===== config.mk =====
export PLATFORM = sky130hd
export DESIGN_NAME = staggered_multichannel_pwm
export DESIGN_NICKNAME = d
export VERILOG_FILES = /design/src/design/swpwm_pkg.sv /design/src/design/swpwm_cfg.sv /design/src/design/swpwm_core.sv /design/src/design/staggered_multichannel_pwm.sv
export SDC_FILE = /design/constraint.sdc
export NUM_CORES = 2
export LEC_CHECK = 0
export BUFFER_PORTS_ARGS = -buffer_cell sky130_fd_sc_hd__buf_2
export CORE_AREA = 2 2 270 272
export DETAILED_ROUTE_END_ITERATION = 10
export DIE_AREA = 0 0 272 274
export PLACE_DENSITY = 0.72
export SLEW_MARGIN = 30
export SYNTH_ARGS = -nofsm -noshare
export SYNTH_HDL_FRONTEND = slang
export SYNTH_SLANG_ARGS = --single-unit

===== constraint.sdc =====
create_clock -name clk -period 10.7 [get_ports clk]
set_input_delay 0.535 -clock clk [delete_from_list [all_inputs] [get_ports clk]]
set_output_delay 0.535 -clock clk [all_outputs]
set_load 0.01 [all_outputs]

===== src/design/swpwm_pkg.sv =====
`default_nettype none

package swpwm_pkg;

	// Field widths
	localparam int PERIOD_W   = 19;
	localparam int SLOT_IN_W  = 5;
	localparam int LEVELS_W   = 32;
	localparam int STATUS_W   = 2;
	localparam int CFG_IDX_W  = 1;

	// Defaults
	localparam int DEF_NUM_SLOTS = 8;
	localparam int RST_PERIOD    = 2000;

	// Register indexes
	localparam logic [CFG_IDX_W-1:0] REG_PERIOD = 1'd0;
	localparam logic [CFG_IDX_W-1:0] REG_INVERT = 1'd1;

	// Item functions
	localparam logic FUNC_TICK = 1'b0;
	localparam logic FUNC_SET  = 1'b1;

	// Status codes
	localparam logic [STATUS_W-1:0] ST_OK   = 2'd0;
	localparam logic [STATUS_W-1:0] ST_WIDE = 2'd1;
	localparam logic [STATUS_W-1:0] ST_SLOT = 2'd2;

	// One input beat
	typedef struct packed {
		logic                 func;
		logic [SLOT_IN_W-1:0] slot;
		logic [PERIOD_W-1:0]  width;
	} item_t;

endpackage

`default_nettype wire


===== src/design/swpwm_cfg.sv =====
`default_nettype none

module swpwm_cfg #(
	parameter int NUM_SLOTS = swpwm_pkg::DEF_NUM_SLOTS
) (
	input  wire logic                                      clk,
	input  wire logic                                      arst_n,
	input  wire logic                                      cfg_we,
	input  wire logic [swpwm_pkg::CFG_IDX_W-1:0]           cfg_index,
	input  wire logic [swpwm_pkg::PERIOD_W-1:0]            cfg_wdata,
	output logic      [swpwm_pkg::PERIOD_W-1:0]            period,
	output logic                                           invert,
	output logic      [NUM_SLOTS-1:0][swpwm_pkg::PERIOD_W-1:0] starts,
	output logic                                           settle
);
	import swpwm_pkg::*;

	// Reciprocal for the period / NUM_SLOTS split, exact for every 19-bit period
	localparam int SHIFT  = PERIOD_W + $clog2(NUM_SLOTS);
	localparam int PROD_W = SHIFT + PERIOD_W + 1;
	localparam longint unsigned RECIP =
		((64'd1 << SHIFT) + 64'(NUM_SLOTS) - 64'd1) / 64'(NUM_SLOTS);
	localparam int RST_SPACING = RST_PERIOD / NUM_SLOTS;

	logic [PERIOD_W-1:0] period_q;
	logic [PERIOD_W-1:0] spacing_q;
	logic                invert_q;
	logic                settle_q;
	logic [NUM_SLOTS-1:0][PERIOD_W-1:0] start_q;

	logic [PERIOD_W-1:0] eff_wdata;
	logic [PROD_W-1:0]   spacing_prod;

	// Treat a zero period as one step
	assign eff_wdata    = (cfg_wdata == '0) ? PERIOD_W'(1) : cfg_wdata;
	assign spacing_prod = PROD_W'(eff_wdata) * PROD_W'(RECIP);

	// Capture register writes
	always_ff @(posedge clk or negedge arst_n) begin
		if (!arst_n) begin
			period_q  <= PERIOD_W'(RST_PERIOD);
			spacing_q <= PERIOD_W'(RST_SPACING);
			invert_q  <= 1'b0;
			settle_q  <= 1'b0;
		end else begin
			settle_q <= cfg_we && (cfg_index == REG_PERIOD);
			if (cfg_we) begin
				case (cfg_index)
					REG_PERIOD: begin
						period_q  <= eff_wdata;
						spacing_q <= spacing_prod[SHIFT +: PERIOD_W];
					end
					REG_INVERT: invert_q <= cfg_wdata[0];
					default: ;
				endcase
			end
		end
	end

	// Rebuild slot start steps in the cycle after a period write
	for (genvar k = 0; k < NUM_SLOTS; k++) begin : g_start
		always_ff @(posedge clk or negedge arst_n) begin
			if (!arst_n) begin
				start_q[k] <= PERIOD_W'(k * RST_SPACING);
			end else if (settle_q) begin
				start_q[k] <= PERIOD_W'(PERIOD_W'(k) * spacing_q);
			end
		end
	end

	assign period = period_q;
	assign invert = invert_q;
	assign starts = start_q;
	assign settle = settle_q;

	// The last slot always starts inside the period once the starts are settled
	a_start_in_period: assert property (@(posedge clk) disable iff (!arst_n)
		!settle_q |-> (start_q[NUM_SLOTS-1] < period_q))
		else $error("slot start beyond period");

endmodule

`default_nettype wire


===== src/design/swpwm_core.sv =====
`default_nettype none

module swpwm_core #(
	parameter int NUM_SLOTS = swpwm_pkg::DEF_NUM_SLOTS
) (
	input  wire logic                                          clk,
	input  wire logic                                          arst_n,
	input  wire logic                                          advance,
	input  wire swpwm_pkg::item_t                              item,
	input  wire logic      [swpwm_pkg::PERIOD_W-1:0]           period,
	input  wire logic                                          invert,
	input  wire logic      [NUM_SLOTS-1:0][swpwm_pkg::PERIOD_W-1:0] starts,
	output logic           [swpwm_pkg::LEVELS_W-1:0]           levels_c,
	output logic           [swpwm_pkg::PERIOD_W-1:0]           phase_c,
	output logic           [swpwm_pkg::STATUS_W-1:0]           status_c
);
	import swpwm_pkg::*;

	localparam int SLOT_W = (NUM_SLOTS > 1) ? $clog2(NUM_SLOTS) : 1;

	logic [PERIOD_W-1:0]  phase_q;
	logic [NUM_SLOTS-1:0] level_q;
	logic [PERIOD_W-1:0]  act_q  [NUM_SLOTS];
	logic [PERIOD_W-1:0]  pend_q [NUM_SLOTS];

	logic [PERIOD_W-1:0]  ph;
	logic [PERIOD_W-1:0]  ph_next;
	logic [PERIOD_W-1:0]  aw_c [NUM_SLOTS];
	logic [NUM_SLOTS-1:0] hit_c;
	logic [NUM_SLOTS-1:0] lv_c;
	logic [NUM_SLOTS-1:0] lv_out;
	logic                 slot_ok;
	logic [SLOT_W-1:0]    slot_idx;
	logic                 is_tick;

	assign is_tick  = (item.func == FUNC_TICK);
	assign slot_ok  = ({1'b0, item.slot} < (SLOT_IN_W+1)'(NUM_SLOTS));
	assign slot_idx = item.slot[SLOT_W-1:0];

	// Wrap the phase if the period shrank under it
	assign ph      = (phase_q >= period) ? '0 : phase_q;
	assign ph_next = ((PERIOD_W+1)'(ph) + 1'b1 >= (PERIOD_W+1)'(period)) ? '0
	                                                                    : ph + 1'b1;

	// Per-slot start load and level compare
	always_comb begin
		logic [PERIOD_W:0] off;
		for (int k = 0; k < NUM_SLOTS; k++) begin
			hit_c[k] = (ph == starts[k]);
			aw_c[k]  = hit_c[k] ? pend_q[k] : act_q[k];
			if (ph >= starts[k]) begin
				off = {1'b0, ph} - {1'b0, starts[k]};
			end else begin
				off = {1'b0, ph} + {1'b0, period} - {1'b0, starts[k]};
			end
			lv_c[k] = (off < {1'b0, aw_c[k]});
		end
	end

	assign lv_out = invert ? ~lv_c : lv_c;

	// Result of the current beat
	always_comb begin
		if (is_tick) begin
			levels_c = LEVELS_W'(lv_out);
			phase_c  = ph;
			status_c = ST_OK;
		end else begin
			levels_c = LEVELS_W'(level_q);
			phase_c  = phase_q;
			if (!slot_ok) begin
				status_c = ST_SLOT;
			end else if (item.width > period) begin
				status_c = ST_WIDE;
			end else begin
				status_c = ST_OK;
			end
		end
	end

	// Advance the phase and levels on a tick
	always_ff @(posedge clk or negedge arst_n) begin
		if (!arst_n) begin
			phase_q <= '0;
			level_q <= '0;
		end else if (advance && is_tick) begin
			phase_q <= ph_next;
			level_q <= lv_out;
		end
	end

	// Load active widths at slot start, write shadows on a good set beat
	for (genvar k = 0; k < NUM_SLOTS; k++) begin : g_slot
		always_ff @(posedge clk or negedge arst_n) begin
			if (!arst_n) begin
				act_q[k]  <= '0;
				pend_q[k] <= '0;
			end else if (advance) begin
				if (is_tick && hit_c[k]) begin
					act_q[k] <= pend_q[k];
				end
				if (!is_tick && (status_c == ST_OK) && (slot_idx == SLOT_W'(k))) begin
					pend_q[k] <= item.width;
				end
			end
		end
	end

	a_phase_wraps: assert property (@(posedge clk) disable iff (!arst_n)
		(advance && is_tick) |=> (phase_q < period))
		else $error("phase left the period after a tick");

	a_tick_ok: assert property (@(posedge clk) disable iff (!arst_n)
		(advance && is_tick) |-> (status_c == ST_OK))
		else $error("tick beat reported an error status");

endmodule

`default_nettype wire


===== src/design/staggered_multichannel_pwm.sv =====
`default_nettype none

// Channel  Handshake              Payload
// in       in_valid / in_ready    func, slot, width
// out      out_valid / out_ready  levels, phase, status
// cfg      cfg_we                 cfg_index, cfg_wdata
//
// One beat per clock when not stalled; the input register takes a beat at acceptance
// and its result lands in the result register on advance, after a single compare pass.
// Reset: period 2000, invert off, phase and all slot widths zero.
// in_ready drops for one cycle after a period write while slot starts reload.
// A stalled output holds its beat; the input register takes one more, then
// in_ready stays low until out_ready frees the result register.

module staggered_multichannel_pwm #(
	parameter int NUM_SLOTS = swpwm_pkg::DEF_NUM_SLOTS
) (
	input  wire logic                               clk,
	input  wire logic                               arst_n,
	input  wire logic                               cfg_we,
	input  wire logic [swpwm_pkg::CFG_IDX_W-1:0]    cfg_index,
	input  wire logic [swpwm_pkg::PERIOD_W-1:0]     cfg_wdata,
	input  wire logic                               in_valid,
	output logic                                    in_ready,
	input  wire logic                               func,
	input  wire logic [swpwm_pkg::SLOT_IN_W-1:0]    slot,
	input  wire logic [swpwm_pkg::PERIOD_W-1:0]     width,
	output logic                                    out_valid,
	input  wire logic                               out_ready,
	output logic      [swpwm_pkg::LEVELS_W-1:0]     levels,
	output logic      [swpwm_pkg::PERIOD_W-1:0]     phase,
	output logic      [swpwm_pkg::STATUS_W-1:0]     status
);
	import swpwm_pkg::*;

	logic [PERIOD_W-1:0] period;
	logic                invert;
	logic [NUM_SLOTS-1:0][PERIOD_W-1:0] starts;
	logic                settle;

	item_t               item_s1;
	logic                valid_s1;
	logic                advance;
	logic                out_valid_q;
	logic [LEVELS_W-1:0] levels_q;
	logic [PERIOD_W-1:0] phase_q;
	logic [STATUS_W-1:0] status_q;

	logic [LEVELS_W-1:0] levels_c;
	logic [PERIOD_W-1:0] phase_c;
	logic [STATUS_W-1:0] status_c;

	swpwm_cfg #(.NUM_SLOTS(NUM_SLOTS)) u_cfg (
		.clk       (clk),
		.arst_n    (arst_n),
		.cfg_we    (cfg_we),
		.cfg_index (cfg_index),
		.cfg_wdata (cfg_wdata),
		.period    (period),
		.invert    (invert),
		.starts    (starts),
		.settle    (settle)
	);

	swpwm_core #(.NUM_SLOTS(NUM_SLOTS)) u_core (
		.clk      (clk),
		.arst_n   (arst_n),
		.advance  (advance),
		.item     (item_s1),
		.period   (period),
		.invert   (invert),
		.starts   (starts),
		.levels_c (levels_c),
		.phase_c  (phase_c),
		.status_c (status_c)
	);

	// Move the input beat on when the result register is free
	assign advance  = valid_s1 && (!out_valid_q || out_ready);
	assign in_ready = (!valid_s1 || advance) && !settle;

	// Input register
	always_ff @(posedge clk or negedge arst_n) begin
		if (!arst_n) begin
			valid_s1 <= 1'b0;
		end else if (in_ready) begin
			valid_s1 <= in_valid;
		end else if (advance) begin
			valid_s1 <= 1'b0;
		end
	end

	always_ff @(posedge clk) begin
		if (in_ready && in_valid) begin
			item_s1 <= '{func: func, slot: slot, width: width};
		end
	end

	// Result register
	always_ff @(posedge clk or negedge arst_n) begin
		if (!arst_n) begin
			out_valid_q <= 1'b0;
		end else if (advance) begin
			out_valid_q <= 1'b1;
		end else if (out_ready) begin
			out_valid_q <= 1'b0;
		end
	end

	always_ff @(posedge clk) begin
		if (advance) begin
			levels_q <= levels_c;
			phase_q  <= phase_c;
			status_q <= status_c;
		end
	end

	assign out_valid = out_valid_q;
	assign levels    = levels_q;
	assign phase     = phase_q;
	assign status    = status_q;

	a_unused_levels_low: assert property (@(posedge clk) disable iff (!arst_n)
		out_valid_q |-> ((64'(levels_q) >> NUM_SLOTS) == 64'd0))
		else $error("level bit set above the slot count");

endmodule

`default_nettype wire

==> metrics.txt <==
outcome=finished, final reports clean; total I/O pin count=105; hold_sp=slot[3]; Post-CTS Resized=0; postcts setup bufs=0; period utilisation layout=95.8%; H-tree depth=2; Max Clock Freq=97.6 MHz; vias in the first global route=32.3k; Worst-Margin Slew=1110 ps; Clock Tree Root=clkbuf_16; crit path from=u_cfg.period[13]; slowest CP cell=dfrtp_1; core box area=72000 µm²; cell family with most CP delay=compound AO/OA/AOI/OAI gates; HPWL Detailed=103 mm; WL/cell=26.3 µm; aggregate routed wire length=approximately 140 mm; starting density of the core=55.1%; Synth Cell Area=39600 µm²; Critical Path Fanout Max=10; routability congestion estimate=1.08; Vias/cell=6.35; first-pass GRT wire length=204 mm; hold slack=60.0 ps; initial antenna violation count=19; dominant cells by area after synthesis=dfrtp_1, ha_1, mux2_2, mux2i_1, edfxtp_1; worst flop-to-flop path startpoint=u_cfg.period[13]; die area=74500 µm²; Crit path buffers/inverters=3; Setup TNS=0 ps; maximum capacitance violations=0; Clock transition at path regs=60 ps; antenna-violating nets left=0; Static Leakage=20.6 nW; Filler cells=6221; relative slew slack=25.7%; drt drc=0; Row Count=99; FF-to-FF setup slack=450 ps; Startpoint Class=flip-flop; Synthesis Warnings=0; WP data arrival=10620 ps; EDFF count, synth=54; clk sinks=475; largest net degree at the start of global routing=128; layout cells sized above 1=15.7%; Mean Syn Cell Area=between 9 and 10 µm²; RSZ-0062 raised after global routing=false; nets=between 4k and 5k; insertion delay to the later sink of the worst-skew pair=650 ps; Post-DP Area=approximately 42000 µm²; CTS buffer count=53; CP most frequent cell=a21oi_1; Die Span Y=274 µm; vias=about 33k; flops & latches, synth=475; CP Capture Type=flip-flop; leading area contributor after synthesis=dfrtp_1; grt total ovfl=0; CP required=11070 ps; crit-path max cell delay=620 ps; critical path depth=37; ys async rst share=88.6%; Hold WC Path Type=in2reg; sequential share of the synthesized area=a little under a third; Synth-to-Final Area Change=9.84%; Hold Path Stages=1; Peak supply drop=0.202 mV; worst r2r dst=levels[1]; Max clock buf depth=3; hold buffers post-CTS=1; R2R depth=37; first drt pass iteration count=8; Yosys top cell area share=24.7%; fin. max-slew vios=0; Synth Flop Type=dfrtp_1; worst setup path end=levels[1]; Final Hold Vio Count=0; Util after Layout=60.5%; pwr dens=313 nW/µm²; Crit Path Class=reg2reg; die span in x=272 µm; Power Total=13.6 mW; DRT iter0 DRCs=roughly 3.3k; Mapped Cells=4125; commonest non-fill, non-tap cell in the layout=ha_1; Yosys cell types=between 90 and 100; CTS tree=yes; Tmin final=10250 ps; Final Skew=43.6 ps; final setup fails=0; number of port buffers=80; Final Cell Area=43500 µm²; all-layer global routing usage=a little under two fifths; most frequent cells in the layout=ha_1, dfrtp_1, mux2_2
[stage by stage]
stage / worst slack, ps / instances
5_1_grt: 47.7 / 5265
3_3_place_gp: 1180 / 5159
6_report: 450 / 5275
2_1_floorplan: 2330 / 4148
3_5_place_dp: 707 / 5161
4_1_cts: 736 / 5259
[worst reg2reg max path: cells and delay by family, from the launching register on]
family	cells	cell delay (ps)
buffers and inverters	3	670
muxes	2	390
DFF	1	620
and+or+nand+nor	9	2190
AOI/OAI and AO/OA	16	3850
adders and majority gates	4	1480
xor gates and xnor gates	3	780
[state kept, by name, indices dropped and copies added (netlist names)]
register and flops:
item_s1 25, phase 19, u_cfg.period 19, u_core.phase_q 19, valid_s1 1, levels 8, out_valid 1, u_cfg.settle 1
status 2, u_cfg.starts 67, u_core.act_q 152, u_cfg.invert 1, u_core.pend_q 152, u_core.level_q 8
[where the power goes]
part | internal [mW] | total, mW | switching [mW]
Clock | 1.08 | 1.87 | 0.790
Sequential | 2.13 | 2.33 | 0.201
Combinational | 3.73 | 9.43 | 5.70
Total | 6.93 | 13.6 | 6.69
[logic make-up after synthesis]
family | after synthesis | share of synthesized area, %
other | 1 | 0.00946
DFF | 475 | 30.8
buffers and inverters | 317 | 3.28
adders and majority gates | 543 | 17.7
muxes | 499 | 13.6
and+or+nand+nor | 970 | 12.0
xor gates and xnor gates | 273 | 6.03
AOI/OAI and AO/OA | 1047 | 16.6
[synth_stat cells, drive strengths merged (12+ instances only)]
library cell / count
a2111oi: 15
ha: 514
buf: 58
nor2b: 60
inv: 191
and2: 17
dfstp: 29
o211ai: 13
nand3b: 12
or3: 28
o21ai: 289
nor4: 23
xnor2: 174
a21oi: 301
and3: 28
edfxtp: 54
or4: 13
o21bai: 46
dfrtp: 392
nand3: 87
a21o: 119
nand2b: 54
mux2i: 170
nand2: 277
xor2: 99
nand4: 48
nor3: 68
clkbuf: 67
fa: 29
o31ai: 20
o21a: 47
a32o: 12
a211o: 13
mux2: 329
a31oi: 26
nor2: 223
a211oi: 32
[worst min-delay path by stage]
stage,endpoint,slack [ps]
after CTS,item_s1[22],40
after detailed placement,u_cfg.starts[107],470
after global routing,item_s1[22],60
final,item_s1[22],60
after global placement,u_cfg.starts[107],470
after floorplan,out_valid,240
[per-layer routing]
layer | GRT usage [%] | wire (µm)
met5 | 0 | 13
met4 | 26.6 | 10800
met3 | 7.20 | 11800
met2 | 57.5 | 61300
met1 | 45.7 | 54700
[area by class of cell]
type / instances / area (µm²) / share of cell area, %
antenna: 13 / 32.5 / 0.0747
clock buffer: 73 / 1450 / 3.33
clock inverter: 24 / 325 / 0.747
inverter: 192 / 721 / 1.66
multi-input combinational: 3356 / 26400 / 60.6
sequential: 475 / 12200 / 28.0
tap: 959 / 1200 / 2.76
timing repair buffer: 183 / 1240 / 2.85
(Power assumes the default switching activity.)
